## src/design/uics_pkg.sv

```systemverilog
// Shared types and byte constants for the UTF-8 invisible code point stripper.
// No dependencies; imported by every module of the block.
package uics_pkg;

	localparam logic [7:0] ByteEf      = 8'hEF;
	localparam logic [7:0] ByteBf      = 8'hBF;
	localparam logic [7:0] ByteBc      = 8'hBC;
	localparam logic [7:0] ByteE2      = 8'hE2;
	localparam logic [7:0] Byte80      = 8'h80;
	localparam logic [7:0] ByteAe      = 8'hAE;
	localparam logic [7:0] Byte8b      = 8'h8B;
	localparam logic [7:0] Byte8d      = 8'h8D;
	localparam logic [7:0] Lead4Low    = 8'hF0;
	localparam logic [7:0] Lead4High   = 8'hF7;
	localparam logic [7:0] ContMask    = 8'hC0;
	localparam logic [7:0] ContPattern = 8'h80;

	localparam int WinDepth     = 4;
	localparam int FifoDepthDef = 4;

	typedef struct packed {
		logic [7:0] in_byte;
		logic       in_last;
	} msg_t;

	typedef struct packed {
		logic [7:0] out_byte;
		logic       byte_valid;
		logic       end_of_message;
		logic       was_changed;
	} res_t;

	function automatic logic is_lead4(input logic [7:0] b);
		return (b >= Lead4Low) && (b <= Lead4High);
	endfunction

	function automatic logic is_cont(input logic [7:0] b);
		return (b & ContMask) == ContPattern;
	endfunction

endpackage

```

## src/design/uics_front.sv

```systemverilog
// Front end: accepts bytes, holds the lookahead window and decides drop/keep.
// Pushes kept bytes and the end marker into the queue. Depends on uics_pkg.
module uics_front import uics_pkg::*; (
	input  logic clk,
	input  logic arst_n,
	input  logic msg_valid,
	output logic msg_stall,
	input  msg_t msg,
	output logic push,
	output res_t push_data,
	input  logic full
);

	logic [7:0] win_q [WinDepth];
	logic [7:0] win_d [WinDepth];
	logic [2:0] cnt_q;
	logic       flush_q;
	logic       prev4_q;
	logic       dropped_q;

	logic [7:0] v [WinDepth];
	logic [2:0] n;
	logic       accept;
	logic       do_step;
	logic       drop;
	logic       emit;
	logic       end_push;
	logic       hdr_efbfbc;
	logic       hdr_e280;
	logic       fwd;

	assign msg_stall = flush_q || full;
	assign accept    = msg_valid && !msg_stall;

	always_comb begin
		v       = win_q;
		n       = cnt_q;
		do_step = 1'b0;
		if (!flush_q) begin
			if (accept && !msg.in_last && cnt_q == 3'd3) begin
				v[3]    = msg.in_byte;
				n       = 3'd4;
				do_step = 1'b1;
			end
		end else if (!full && cnt_q != 3'd0) begin
			do_step = 1'b1;
		end
	end

	// Pattern match on the head of the window
	always_comb begin
		hdr_efbfbc = (v[0] == ByteEf) && (v[1] == ByteBf) && (v[2] == ByteBc);
		hdr_e280   = (v[0] == ByteE2) && (v[1] == Byte80);
		fwd        = (n == 3'd4) && is_lead4(v[3]);
		drop       = (n >= 3'd3) && (hdr_efbfbc || (hdr_e280 &&
			((v[2] == ByteAe) || (v[2] == Byte8b) ||
			((v[2] == Byte8d) && !(fwd && prev4_q)))));
	end

	assign emit     = do_step && !drop;
	assign end_push = flush_q && !full && cnt_q == 3'd0;
	assign push     = emit || end_push;

	always_comb begin
		if (emit) begin
			push_data = '{out_byte: v[0], byte_valid: 1'b1,
				end_of_message: 1'b0, was_changed: 1'b0};
		end else begin
			push_data = '{out_byte: 8'h00, byte_valid: 1'b0,
				end_of_message: 1'b1, was_changed: dropped_q};
		end
	end

	always_comb begin
		win_d = win_q;
		if (do_step) begin
			if (drop) begin
				win_d[0] = v[3];
			end else begin
				win_d[0] = v[1];
				win_d[1] = v[2];
				win_d[2] = v[3];
			end
		end else if (!flush_q && accept) begin
			win_d[cnt_q[1:0]] = msg.in_byte;
		end
	end

	always_ff @(posedge clk) begin
		win_q <= win_d;
	end

	always_ff @(posedge clk or negedge arst_n) begin
		if (!arst_n) begin
			cnt_q     <= 3'd0;
			flush_q   <= 1'b0;
			prev4_q   <= 1'b0;
			dropped_q <= 1'b0;
		end else if (do_step) begin
			if (drop) begin
				cnt_q     <= n - 3'd3;
				prev4_q   <= 1'b0;
				dropped_q <= 1'b1;
			end else begin
				cnt_q <= n - 3'd1;
				if (!is_cont(v[0])) begin
					prev4_q <= is_lead4(v[0]);
				end
			end
		end else if (end_push) begin
			flush_q   <= 1'b0;
			prev4_q   <= 1'b0;
			dropped_q <= 1'b0;
		end else if (!flush_q && accept) begin
			cnt_q <= cnt_q + 3'd1;
			if (msg.in_last) begin
				flush_q <= 1'b1;
			end
		end
	end

endmodule

```

## src/design/uics_fifo.sv

```systemverilog
// Short result queue between the front end and the output stage.
// Depends on uics_pkg for the result type.
module uics_fifo import uics_pkg::*; #(
	parameter int Depth = FifoDepthDef
) (
	input  logic clk,
	input  logic arst_n,
	input  logic push,
	input  res_t push_data,
	output logic full,
	input  logic pop,
	output logic nonempty,
	output res_t head
);

	localparam int PtrW = (Depth > 1) ? $clog2(Depth) : 1;
	localparam int CntW = $clog2(Depth + 1);
	localparam logic [PtrW-1:0] LastPtr = PtrW'(Depth - 1);
	localparam logic [CntW-1:0] FullCnt = CntW'(Depth);

	res_t            mem [Depth];
	logic [PtrW-1:0] wr_q;
	logic [PtrW-1:0] rd_q;
	logic [CntW-1:0] cnt_q;
	logic            do_push;
	logic            do_pop;

	assign full     = cnt_q == FullCnt;
	assign nonempty = cnt_q != '0;
	assign head     = mem[rd_q];
	assign do_push  = push && !full;
	assign do_pop   = pop && nonempty;

	always_ff @(posedge clk) begin
		if (do_push) begin
			mem[wr_q] <= push_data;
		end
	end

	always_ff @(posedge clk or negedge arst_n) begin
		if (!arst_n) begin
			wr_q  <= '0;
			rd_q  <= '0;
			cnt_q <= '0;
		end else begin
			if (do_push) begin
				wr_q <= (wr_q == LastPtr) ? '0 : wr_q + 1'b1;
			end
			if (do_pop) begin
				rd_q <= (rd_q == LastPtr) ? '0 : rd_q + 1'b1;
			end
			if (do_push && !do_pop) begin
				cnt_q <= cnt_q + 1'b1;
			end else if (do_pop && !do_push) begin
				cnt_q <= cnt_q - 1'b1;
			end
		end
	end

endmodule

```

## src/design/uics_out.sv

```systemverilog
// Output stage: registered result channel fed from the queue.
// Depends on uics_pkg for the result type.
module uics_out import uics_pkg::*; (
	input  logic clk,
	input  logic arst_n,
	input  logic nonempty,
	input  res_t head,
	output logic pop,
	output logic res_valid,
	input  logic res_stall,
	output res_t res
);

	logic valid_q;
	res_t data_q;

	assign pop       = nonempty && (!valid_q || !res_stall);
	assign res_valid = valid_q;
	assign res       = data_q;

	always_ff @(posedge clk) begin
		if (pop) begin
			data_q <= head;
		end
	end

	always_ff @(posedge clk or negedge arst_n) begin
		if (!arst_n) begin
			valid_q <= 1'b0;
		end else if (pop) begin
			valid_q <= 1'b1;
		end else if (!res_stall) begin
			valid_q <= 1'b0;
		end
	end

endmodule

```

## src/design/utf8_invisible_codepoint_stripper_core.sv

```systemverilog
// Top level of the UTF-8 invisible code point stripper.
// Instantiates uics_front, uics_fifo and uics_out; depends on uics_pkg.
//
//  channel | dir | handshake            | payload
//  --------+-----+----------------------+-------------------------------------------
//  msg     | in  | msg_valid/msg_stall  | msg_t: in_byte, in_last
//  res     | out | res_valid/res_stall  | res_t: out_byte, byte_valid,
//          |     |                      |        end_of_message, was_changed
//
// One byte is taken per cycle in mid-message while the queue is not full; a kept
// byte enters the queue when the byte that pushes it out of the three-byte window
// is taken, and reaches res through the output register. The transaction with
// in_last set starts a flush in the front end, which steps out each window byte
// or dropped sequence and then pushes the end marker; msg_stall is high meanwhile.
// Reset (arst_n low) empties window, queue and output register at once.
// res_stall backs up through the output register into the queue; msg_stall
// rises only when the queue is full or a flush is running.
module utf8_invisible_codepoint_stripper_core import uics_pkg::*; #(
	parameter int FifoDepth = FifoDepthDef
) (
	input  logic clk,
	input  logic arst_n,
	input  logic msg_valid,
	output logic msg_stall,
	input  msg_t msg,
	output logic res_valid,
	input  logic res_stall,
	output res_t res
);

	logic push;
	res_t push_data;
	logic full;
	logic pop;
	logic nonempty;
	res_t head;

	// Front end: window, pattern match, joiner neighbor check, flush
	uics_front u_front (
		.clk       (clk),
		.arst_n    (arst_n),
		.msg_valid (msg_valid),
		.msg_stall (msg_stall),
		.msg       (msg),
		.push      (push),
		.push_data (push_data),
		.full      (full)
	);

	// Decoupling queue; absorbs the flush burst at message end
	uics_fifo #(
		.Depth (FifoDepth)
	) u_fifo (
		.clk       (clk),
		.arst_n    (arst_n),
		.push      (push),
		.push_data (push_data),
		.full      (full),
		.pop       (pop),
		.nonempty  (nonempty),
		.head      (head)
	);

	// Back end: registered output transaction
	uics_out u_out (
		.clk       (clk),
		.arst_n    (arst_n),
		.nonempty  (nonempty),
		.head      (head),
		.pop       (pop),
		.res_valid (res_valid),
		.res_stall (res_stall),
		.res       (res)
	);

endmodule

```

## config.mk

```make
export PLATFORM = sky130hd
export DESIGN_NAME = utf8_invisible_codepoint_stripper_core
export DESIGN_NICKNAME = d
export VERILOG_FILES = /design/src/design/uics_pkg.sv /design/src/design/uics_front.sv /design/src/design/uics_fifo.sv /design/src/design/uics_out.sv /design/src/design/utf8_invisible_codepoint_stripper_core.sv
export SDC_FILE = /design/constraint.sdc
export NUM_CORES = 1
export LEC_CHECK = 0
export BUFFER_PORTS_ARGS = -buffer_cell sky130_fd_sc_hd__buf_2
export CAP_MARGIN = 20
export CELL_PAD_IN_SITES_DETAIL_PLACEMENT = 0
export CELL_PAD_IN_SITES_GLOBAL_PLACEMENT = 1
export CORE_MARGIN = 2
export CORE_UTILIZATION = 45
export DETAILED_ROUTE_END_ITERATION = 16
export GPL_TIMING_DRIVEN = 0
export PLACE_DENSITY_LB_ADDON = 0.1
export SYNTH_ARGS = -nofsm -noshare
export SYNTH_HDL_FRONTEND = slang
export SYNTH_SLANG_ARGS = --single-unit
```

## constraint.sdc

```tcl
create_clock -name clk -period 4.8 [get_ports clk]
set_input_delay 0.72 -clock clk [delete_from_list [all_inputs] [get_ports clk]]
set_output_delay 0.72 -clock clk [all_outputs]
set_load 0.05 [all_outputs]
```

# Word level (Yosys, flattened, before mapping)
# Memories as Yosys holds them, arrays and structs flattened. A register that Yosys moved wholly into a read port is not among the register bits.
# Cells that the tools add are included.
[word_totals]
word_cells = 138
romBits = 0
reg_bits = 46
in_bits = 13
mem_bits_rw = 44
out_inout_bits = 13
memories = 1
latch_bits = 0
[classes]
n_reduce_logical = 54
n_addsub = 7
bitwise_logic = 2
n_eq_ne = 19
mul = 0
n_shift = 0
order_cmp = 7
n_mux = 36
div_mod_pow = 0
[mem_list]
columns = ["name", "words", "width", "rd", "rd_clocked_by_memory_dff", "wr", "line_no", "text"]
rows = [
  ["u_fifo.mem", 4, 11, 1, 1, 1, "uics_fifo.sv:21", "res_t mem [Depth];"],
]
[ops]
columns = ["cell", "count"]
rows = [
  ["$eq 8x8->1 const B", 8],
  ["$bwmux 32", 1],
  ["$mux 32", 1],
  ["$mux 8", 4],
  ["$logic_and 1x1->1", 24],
  ["$mux 24", 1],
  ["$mux 3", 8],
  ["$demux 8 s2", 1],
  ["$ge 8x8->1 const B", 2],
  ["$le 8x8->1 const B", 2],
  ["$mux 1", 16],
  ["$mux 16", 1],
  ["$mux 11", 1],
  ["$logic_not 1->1", 10],
  ["$reduce_and 2->1", 5],
  ["$reduce_bool 2->1", 5],
  ["$add 3x1->3 const B", 2],
  ["$eq 2x2->1 const B", 3],
  ["$eq 3x3->1 const B", 2],
  ["$logic_or 1x1->1", 6],
  ["$reduce_bool 3->1", 2],
  ["$sub 3x1->3 const B", 2],
  ["$add 2x1->2 const B", 2],
  ["$mux 2", 2],
  ["12 further kinds", 14],
]

# Longest topological paths before layout
# Gate-level depths: netlist of the first run.
[depth]
depth_word = 26
ltp_mapped = 22

# By module
# A second synthesis of the first run with hierarchy kept.
[hier_totals]
cells_unflattened = 325
hier_area_um2 = 4717.0
[modules_own_cells]
columns = ["module", "seq_area_each_um2", "area_each_um2", "cells_per_inst", "n_inst"]
rows = [
  ["uics_front", 1111.1, 2265.9, 217, 1],
  ["uics_fifo", 1496.4, 2077.0, 94, 1],
  ["uics_out", 355.3, 374.1, 14, 1],
]

# Worst setup path before layout of the first run
# OpenSTA, ideal clock, no wires.
[synth_timing]
path_type = "register to register"
startpoint = "reg u_fifo.cnt_q[0]"
endpoint = "reg u_fifo.cnt_q[1]"
path_stages_with_launch = 21
required_ns = 4.675
setup_time_ns = 0.125
period_less_slack_ns = 4.352
setup_slack_ns = 0.448
arrival_ns = 4.227
path_cell_list = "dfrtp_1 > or3b_1 > clkbuf_1 > nand4_2 > nand2_1 > inv_1 > ha_1 > inv_1 > ha_1 > and4bb_1 > nand4_1 > or3_1 > or4_1 > and3_1 > buf_6 > nor2_8 > inv_1 > ha_1 > inv_1 > fa_1 > mux2_2"
[synth_via]
elab_chain_len = 25
word_cells_on_any_way = 46
classes_between = "add/sub (2); order compare (3); eq/ne (2); mux (9); reduce/logical (30)"
[synth_lines]
columns = ["element", "line_no", "text"]
rows = [
  ["start: declaration", "uics_fifo.sv:24", "logic [CntW-1:0] cnt_q;"],
  ["start signal: assignment", "uics_fifo.sv:53", "cnt_q <= cnt_q + 1'b1;"],
  ["start signal: assignment", "uics_fifo.sv:55", "cnt_q <= cnt_q - 1'b1;"],
  ["$eq 3x3->1 (*)", "uics_fifo.sv:28", "assign full = cnt_q == FullCnt;"],
  ["$logic_or 1x1->1", "uics_front.sv:32", "assign msg_stall = flush_q || full;"],
  ["$logic_not 1->1", "uics_front.sv:33", "assign accept = msg_valid && !msg_stall;"],
  ["$logic_and 1x1->1", "uics_front.sv:33", ""],
  ["$logic_and 1x1->1 (2 in a row)", "uics_front.sv:40", "if (accept && !msg.in_last && cnt_q == 3'd3) begin"],
  ["$mux 8", "uics_front.sv:40", ""],
  ["$mux 8", "uics_front.sv:39", "if (!flush_q) begin"],
  ["$ge 8x8->1 or $le 8x8->1 (tied branches)", "uics_pkg.sv:34", "return (b >= Lead4Low) && (b <= Lead4High);"],
  ["[... 9 more ...]", "n/a", ""],
  ["$logic_not 1->1", "uics_front.sv:60", "assign emit = do_step && !drop;"],
  ["$logic_and 1x1->1", "uics_front.sv:60", ""],
  ["$logic_or 1x1->1", "uics_front.sv:62", "assign push = emit || end_push;"],
  ["$logic_and 1x1->1 (*)", "uics_fifo.sv:31", "assign do_push = push && !full;"],
  ["via u_fifo.do_push", "uics_fifo.sv:25", "logic do_push;"],
  ["$logic_not 1->1", "uics_fifo.sv:54", "end else if (do_pop && !do_push) begin"],
  ["$logic_and 1x1->1", "uics_fifo.sv:54", ""],
  ["$reduce_bool 2->1 (no source line)", "n/a", ""],
]
# The timed path passes the listed nets; every way through them passes the cells marked *. The select of a mux whose other input is x is not followed.
# A chain may end at the register's enable or synchronous reset.

# Final worst setup path of the first run
# Same ends and word-level chain as after synthesis.

==> results.cfg, run 1 <==
[clocking]
clock_latency_ps = 360
cts_buffers = 9
clkTransAtPathRegs_ps = 100
htreeDepth = 3
cts_sinks = 101
clock_path_buffers = 2
cts_tree = yes
cts_root_buf = clkbuf_8

[global_route]
grtUsageTotal_pct = 15.7
first_global_vias = 2534
grt_antenna_before_repair = 0
grt_pass1_wl_um = 13000
overflow = 0
grt_max_degree = 20

[timing]
skew_ps = 13.6
hold_viol_final = 0
period_needed_ps = 4550
post-route-period-util_pct = 94.9
fmax_mhz = 220
drv_slew = 0
setup_viol_count_final = 0
relSlewSlack_pct = 46.1
worst_pin_slew_ps = 808

[logic_synthesis]
ys_types = 55
synthCells = 301
syn_area_mm2 = 0.00451
synth.yosys.seq_area_share_pct = 65.7
synth.net_count = 330
async_flop_share_pct = 13.9
synth.top_cell.area_share_pct = 58.0
synth.largest_area_cell = edfxtp_1
ys_warn_count = 0
synth_ff_type = edfxtp_1
syn_avg_cell_area_um2 = 15.0
yosys-top-cells-area = edfxtp_1 (58%), dfrtp_1 (7.8%), mux4_2 (5.5%)
synth_edf_count = 87
ys_seq_elements = 101

[final_layout]
drive_gt1_share_pct = 22.0
layout.nets = 369
final_cells = 478
layout_common_cells = edfxtp_1 (87), nand2_1 (27), buf_2 (26), inv_1 (23), ha_1 (15)
fillers = 860
layout.cells.most_common = edfxtp_1
area_growth_pct = 11.6
final_area_mm2 = 0.00503
antennaDiodeCount = 0

[placed_design]
dp.cells = 460
port-buffer-count = 25
dpl_cell_area_mm2 = 0.00481
hpwl_um = 5950
gp_congestion = 0.844

[drt]
drtIter0Drc = 77
vias_per_cell = 5.21
vias = 2489
wl_per_cell_um = 17.0
drtAntennaViolNets = 0
post-route-drc-count = 0
firstDrtPassIters = 4
routed_wl_um = 8140

[setup_path]
cp-start-kind = flop
path_class = reg -> reg
endpoint_kind = flop
crit_fanout = 9
cp.required_ps = 5050
cp_data_arrival_time_ps = 4810

[status]
status = completed

[power_and_ir_drop]
leakagePower_nw = 1.95
powerDensity_mw_per_mm2 = 755
ir_worst_vdd_mv = 0.229

[floorplanning]
die_area_mm2 = 0.0108
start_util_pct = 46.3
die_w_um = 104
die_h_um = 104
core_mm2 = 0.00973
rows = 36
ioPinCount = 26

[flow_run]
drv_cap = 0

[worst_hold_path]
hold_path_class = in -> async
-- flip-flops by register name, summed over array words and instances, names as in the netlist --
register           flops
u_out.res             11
u_front.flush_q        1
u_front.win_q          8
u_fifo.rd_q            2
u_fifo.mem            44
u_fifo.wr_q            2
u_front.prev4_q        1
u_out.res_valid        1
u_front.v             24
u_front.dropped_q      1
u_fifo.cnt_q           3
u_front.cnt_q          3
-- synthesized netlist by cell type, drive strengths merged, types with 3 or more instances --
library cell,instances
edfxtp,87
nand2,27
inv,23
a22o,15
ha,15
dfrtp,14
nor2,12
mux4,11
and2,10
o21ai,6
a21o,5
a32oi,5
clkbuf,5
mux2i,5
nand3,5
nand4,5
buf,4
nor3,4
xor2,4
a21oi,3
and2b,3
mux2,3
-- cell families after synthesis --
family	count (synthesis)	synth area share, %
adders and majority gates	16	4.61
and+or+nand+nor	84	10.5
xor gates and xnor gates	5	0.971
DFF	101	65.7
AOI/OAI and AO/OA	44	7.77
muxes	19	7.36
buffers and inverters	32	3.08
-- per-stage QoR --
| step | hold WS (ps) | total power, mW | setup TNS [ps] | utilization (%) | setup slack (ps) |
|---|---|---|---|---|---|
| 2_1_floorplan | 424 | 2.88 | 0 | - | 448 |
| 3_3_place_gp | 474 | 3.26 | 0 | 49.3 | 17.7 |
| 3_5_place_dp | 476 | 3.31 | -14.4 | 49.4 | -14.4 |
| 4_1_cts | 247 | 3.82 | 0 | 51.4 | 39.0 |
| 5_1_grt | 259 | 4.05 | -5.44 | 51.7 | -5.44 |
| 6_report | 249 | 3.80 | 0 | 51.7 | 247 |
-- cell type report --
type / instances / area (um2) / area share [%]
clock inverter: 7 / 63.8 / 1.27
tap: 133 / 166 / 3.31
clock buffer: 9 / 124 / 2.46
timing repair buffer: 29 / 159 / 3.16
inverter: 23 / 86.3 / 1.72
multi-input combinational: 168 / 1420 / 28.2
buffer: 8 / 48.8 / 0.970
sequential: 101 / 2960 / 58.9
-- final timing paths --
kind | startpoint | endpoint | slack (ps) | depth (start not counted)
setup / recovery | u_fifo.cnt_q[0] | u_fifo.cnt_q[1] | 250 | 19
hold / removal | arst_n | u_front.cnt_q[0] | 250 | 1
setup reg to reg | u_fifo.cnt_q[0] | u_fifo.cnt_q[1] | 250 | 19
hold reg to reg | u_fifo.cnt_q[2] | u_fifo.cnt_q[2] | 490 | 1
max in group asynchronous | arst_n | u_fifo.cnt_q[0] | 4280 | 1
min in group clk | u_fifo.cnt_q[2] | u_fifo.cnt_q[2] | 490 | 1
-- report_power, final --
part / switching [mW] / total [mW] / internal (mW)
combinational: 0.958 / 1.55 / 0.596
sequential: 0.189 / 1.73 / 1.54
clock: 0.314 / 0.516 / 0.201
total: 1.46 / 3.80 / 2.34
-- critical path, stage by stage (launching register included) --
cell and delay [ps]:
dfrtp_2 440, or3b_4 450, nand4_4 170, nand2_1 110, inv_1 90, ha_1 140
inv_1 40, ha_1 170, and4bb_1 300, nand4_1 130, or3_1 410, or4_1 510
and3_1 180, buf_6 150, nor2_8 140, inv_1 50, ha_1 200, inv_1 90
fa_1 390, mux2_2 270
-- metal layers --
metal / up-vias / global-route usage (%) / wire length, um
met2: 34 / 26.6 / 3980
met5: - / 0 / 0
li1: 1220 / - / -
met1: 1225 / 20.8 / 3890
met3: 10 / 2.44 / 156
met4: 0 / 5.69 / 116
-- what timing repair did --
| item | in CTS | in global routing |
|---|---|---|
| hold buffers | 0 | 0 |
| setup endpoints to repair | 1 | 2 |
| buffers inserted | 0 | 3 |
| gates resized for setup | 1 | 2 |
| pin swaps | 0 | 1 |
(Power assumes the default switching activity.)
==> run 2, diff against run 1 <==
- RECOVER_POWER: default -> 25
==> run 2 against run 1 <==
Effect of this change:
- worst setup slack barely moved
- via count grew 0.32%
- critical path depth did not move
- clock-buffer cell count unchanged
- clock power barely moved
- first-iteration DRC count fell by 3.9%
- die area did not move
- sequential share of layout area rose by 0.13 points
- clock skew down 0.62 ps
- critical path type unchanged
- largest power group unchanged
==> results.cfg, run 2 (synthesis results as in run 1) <==
[clocking]
cts_sinks = 101
htreeDepth = 3
cts_root_buf = clkbuf_8
clkTransAtPathRegs_ps = 100
clock_latency_ps = 360
cts_buffers = 9
cts_tree = yes
clock_path_buffers = 2

[setup_path]
cp-start-kind = flop
reg2regPathDepth = 19
crit_chain = or3b_4 -> nand4_4 -> nand2_1 -> inv_1 -> ha_1 -> inv_1 -> ha_1 -> and4bb_1 -> nand4_1 -> or3_1 -> or4_1 -> and3_1 -> buf_6 -> nor2_8 -> inv_1 -> ha_1 -> inv_1 -> fa_1 -> mux2_2
endpoint_kind = flop
cp.buffers_inverters = 5
crit_path_frequent_cell = inv_1
slowest_delay_ps = 510
cp_data_arrival_time_ps = 4810
critical_path.slowest_cell = or4_1
crit_fanout = 9
cp_top_family = simple AND/OR/NAND/NOR gates
cp.depth = 19
cp.required_ps = 5050
path_class = reg -> reg

[drt]
vias = 2497
post-route-drc-count = 0
routed_wl_um = 8140
firstDrtPassIters = 4
drtAntennaViolNets = 0
vias_per_cell = 5.22
drtIter0Drc = 74
wl_per_cell_um = 17.0

[floorplanning]
die_h_um = 104
start_util_pct = 46.3
die_w_um = 104
die_area_mm2 = 0.0108
ioPinCount = 26
core_mm2 = 0.00973
rows = 36

[worst_hold_path]
hold_path_class = in -> async

[placed_design]
gp_congestion = 0.844
hpwl_um = 5950
port-buffer-count = 25

[power_and_ir_drop]
powerDensity_mw_per_mm2 = 757
power_mw = 3.80
ir_worst_vdd_mv = 0.228
leakagePower_nw = 1.93

[flow_run]
drv_cap = 0

[timing]
drv_slew = 0
tns_ps = 0
hold_viol_final = 0
period_needed_ps = 4550
worst_pin_slew_ps = 815
skew_ps = 13.0
relSlewSlack_pct = 45.7
setup_viol_count_final = 0
whs_ps = 418
post-route-period-util_pct = 94.9
fmax_mhz = 220

[final_layout]
area_growth_pct = 11.3
drive_gt1_share_pct = 19.4
layout.nets = 369
antennaDiodeCount = 0
fillers = 867
regArea_mm2 = 0.00296
multi_input_area_mm2 = 0.00142
layout.cells.most_common = edfxtp_1
regMostFlops = u_fifo.mem
layout_common_cells = edfxtp_1 (87), nand2_1 (27), inv_1 (23), buf_2 (17), ha_1 (15)
largest_reg_flops = 44

[global_route]
first_global_vias = 2534
grtUsageTotal_pct = 15.7
overflow = 0
grt_pass1_wl_um = 13000
grt_max_degree = 20
grt_antenna_before_repair = 0

[status]
status = completed
run 2: changes by cell type in the layout (fill, tap and decap cells not counted):
| cell | previous run | this run |
|---|---|---|
| buf_2 | 26 | 17 |
| clkbuf_1 | 3 | 12 |
run 2: what timing repair did:
action,in CTS,in global routing
hold buffers,0,0
resized for setup,1,2
endpoints found under the setup margin,1,2
buffers inserted,0,3
pin swaps,0,1
run 2: worst register-to-register path: cells and delay by family, from the launching register on:
family        cells  cell delay (ps)
simple gates      9             2410
fa+ha+maj         4              900
flops             1              440
buf+inv           5              430
mux               1              270
run 2: layer usage:
metal | part of all wire, % | vias up | GRT usage (%)
li1 | - | 1219 | -
met1 | 48 | 1231 | 20.8
met2 | 49 | 37 | 26.6
met3 | 2.0 | 10 | 2.44
met4 | 1.4 | 0 | 5.69
met5 | 0 | - | 0
run 2: report_power, final:
part	switching [mW]	total [mW]	internal [mW]	leakage, nW
Clock	0.314	0.516	0.201	0.0956
Combinational	0.957	1.55	0.595	0.829
Sequential	0.188	1.73	1.54	1.00
run 2: cell type report:
class                      count  share of cell area (%)
buffer                         8                   0.972
clock buffer                   9                    2.47
clock inverter                 7                    1.27
tap                          133                    3.32
inverter                      23                    1.72
timing repair buffer          29                    2.94
multi-input combinational    168                    28.2
sequential                   101                    59.1
run 2: worst paths after layout:
kind,start,end,slack [ps]
setup / recovery,u_fifo.cnt_q[0],u_fifo.cnt_q[1],250
hold / removal,arst_n,u_front.cnt_q[0],420
setup reg to reg,u_fifo.cnt_q[0],u_fifo.cnt_q[1],250
hold reg to reg,u_fifo.cnt_q[2],u_fifo.cnt_q[2],490
max in group asynchronous,arst_n,u_fifo.cnt_q[0],3830
min in group clk,u_fifo.cnt_q[2],u_fifo.cnt_q[2],490
run 2: stage by stage:
| step | setup WS, ps | area, um2 | utilization, % | std cells |
|---|---|---|---|---|
| detailed placement | -14.4 | 4810 | 49.4 | 460 |
| finish | 247 | 5020 | 51.6 | 478 |
| global placement | 17.7 | 4800 | 49.3 | 459 |
| CTS | 39.0 | 5000 | 51.4 | 475 |
| global route | -5.44 | 5020 | 51.6 | 478 |
| floorplan | 448 | 4510 | - | 301 |
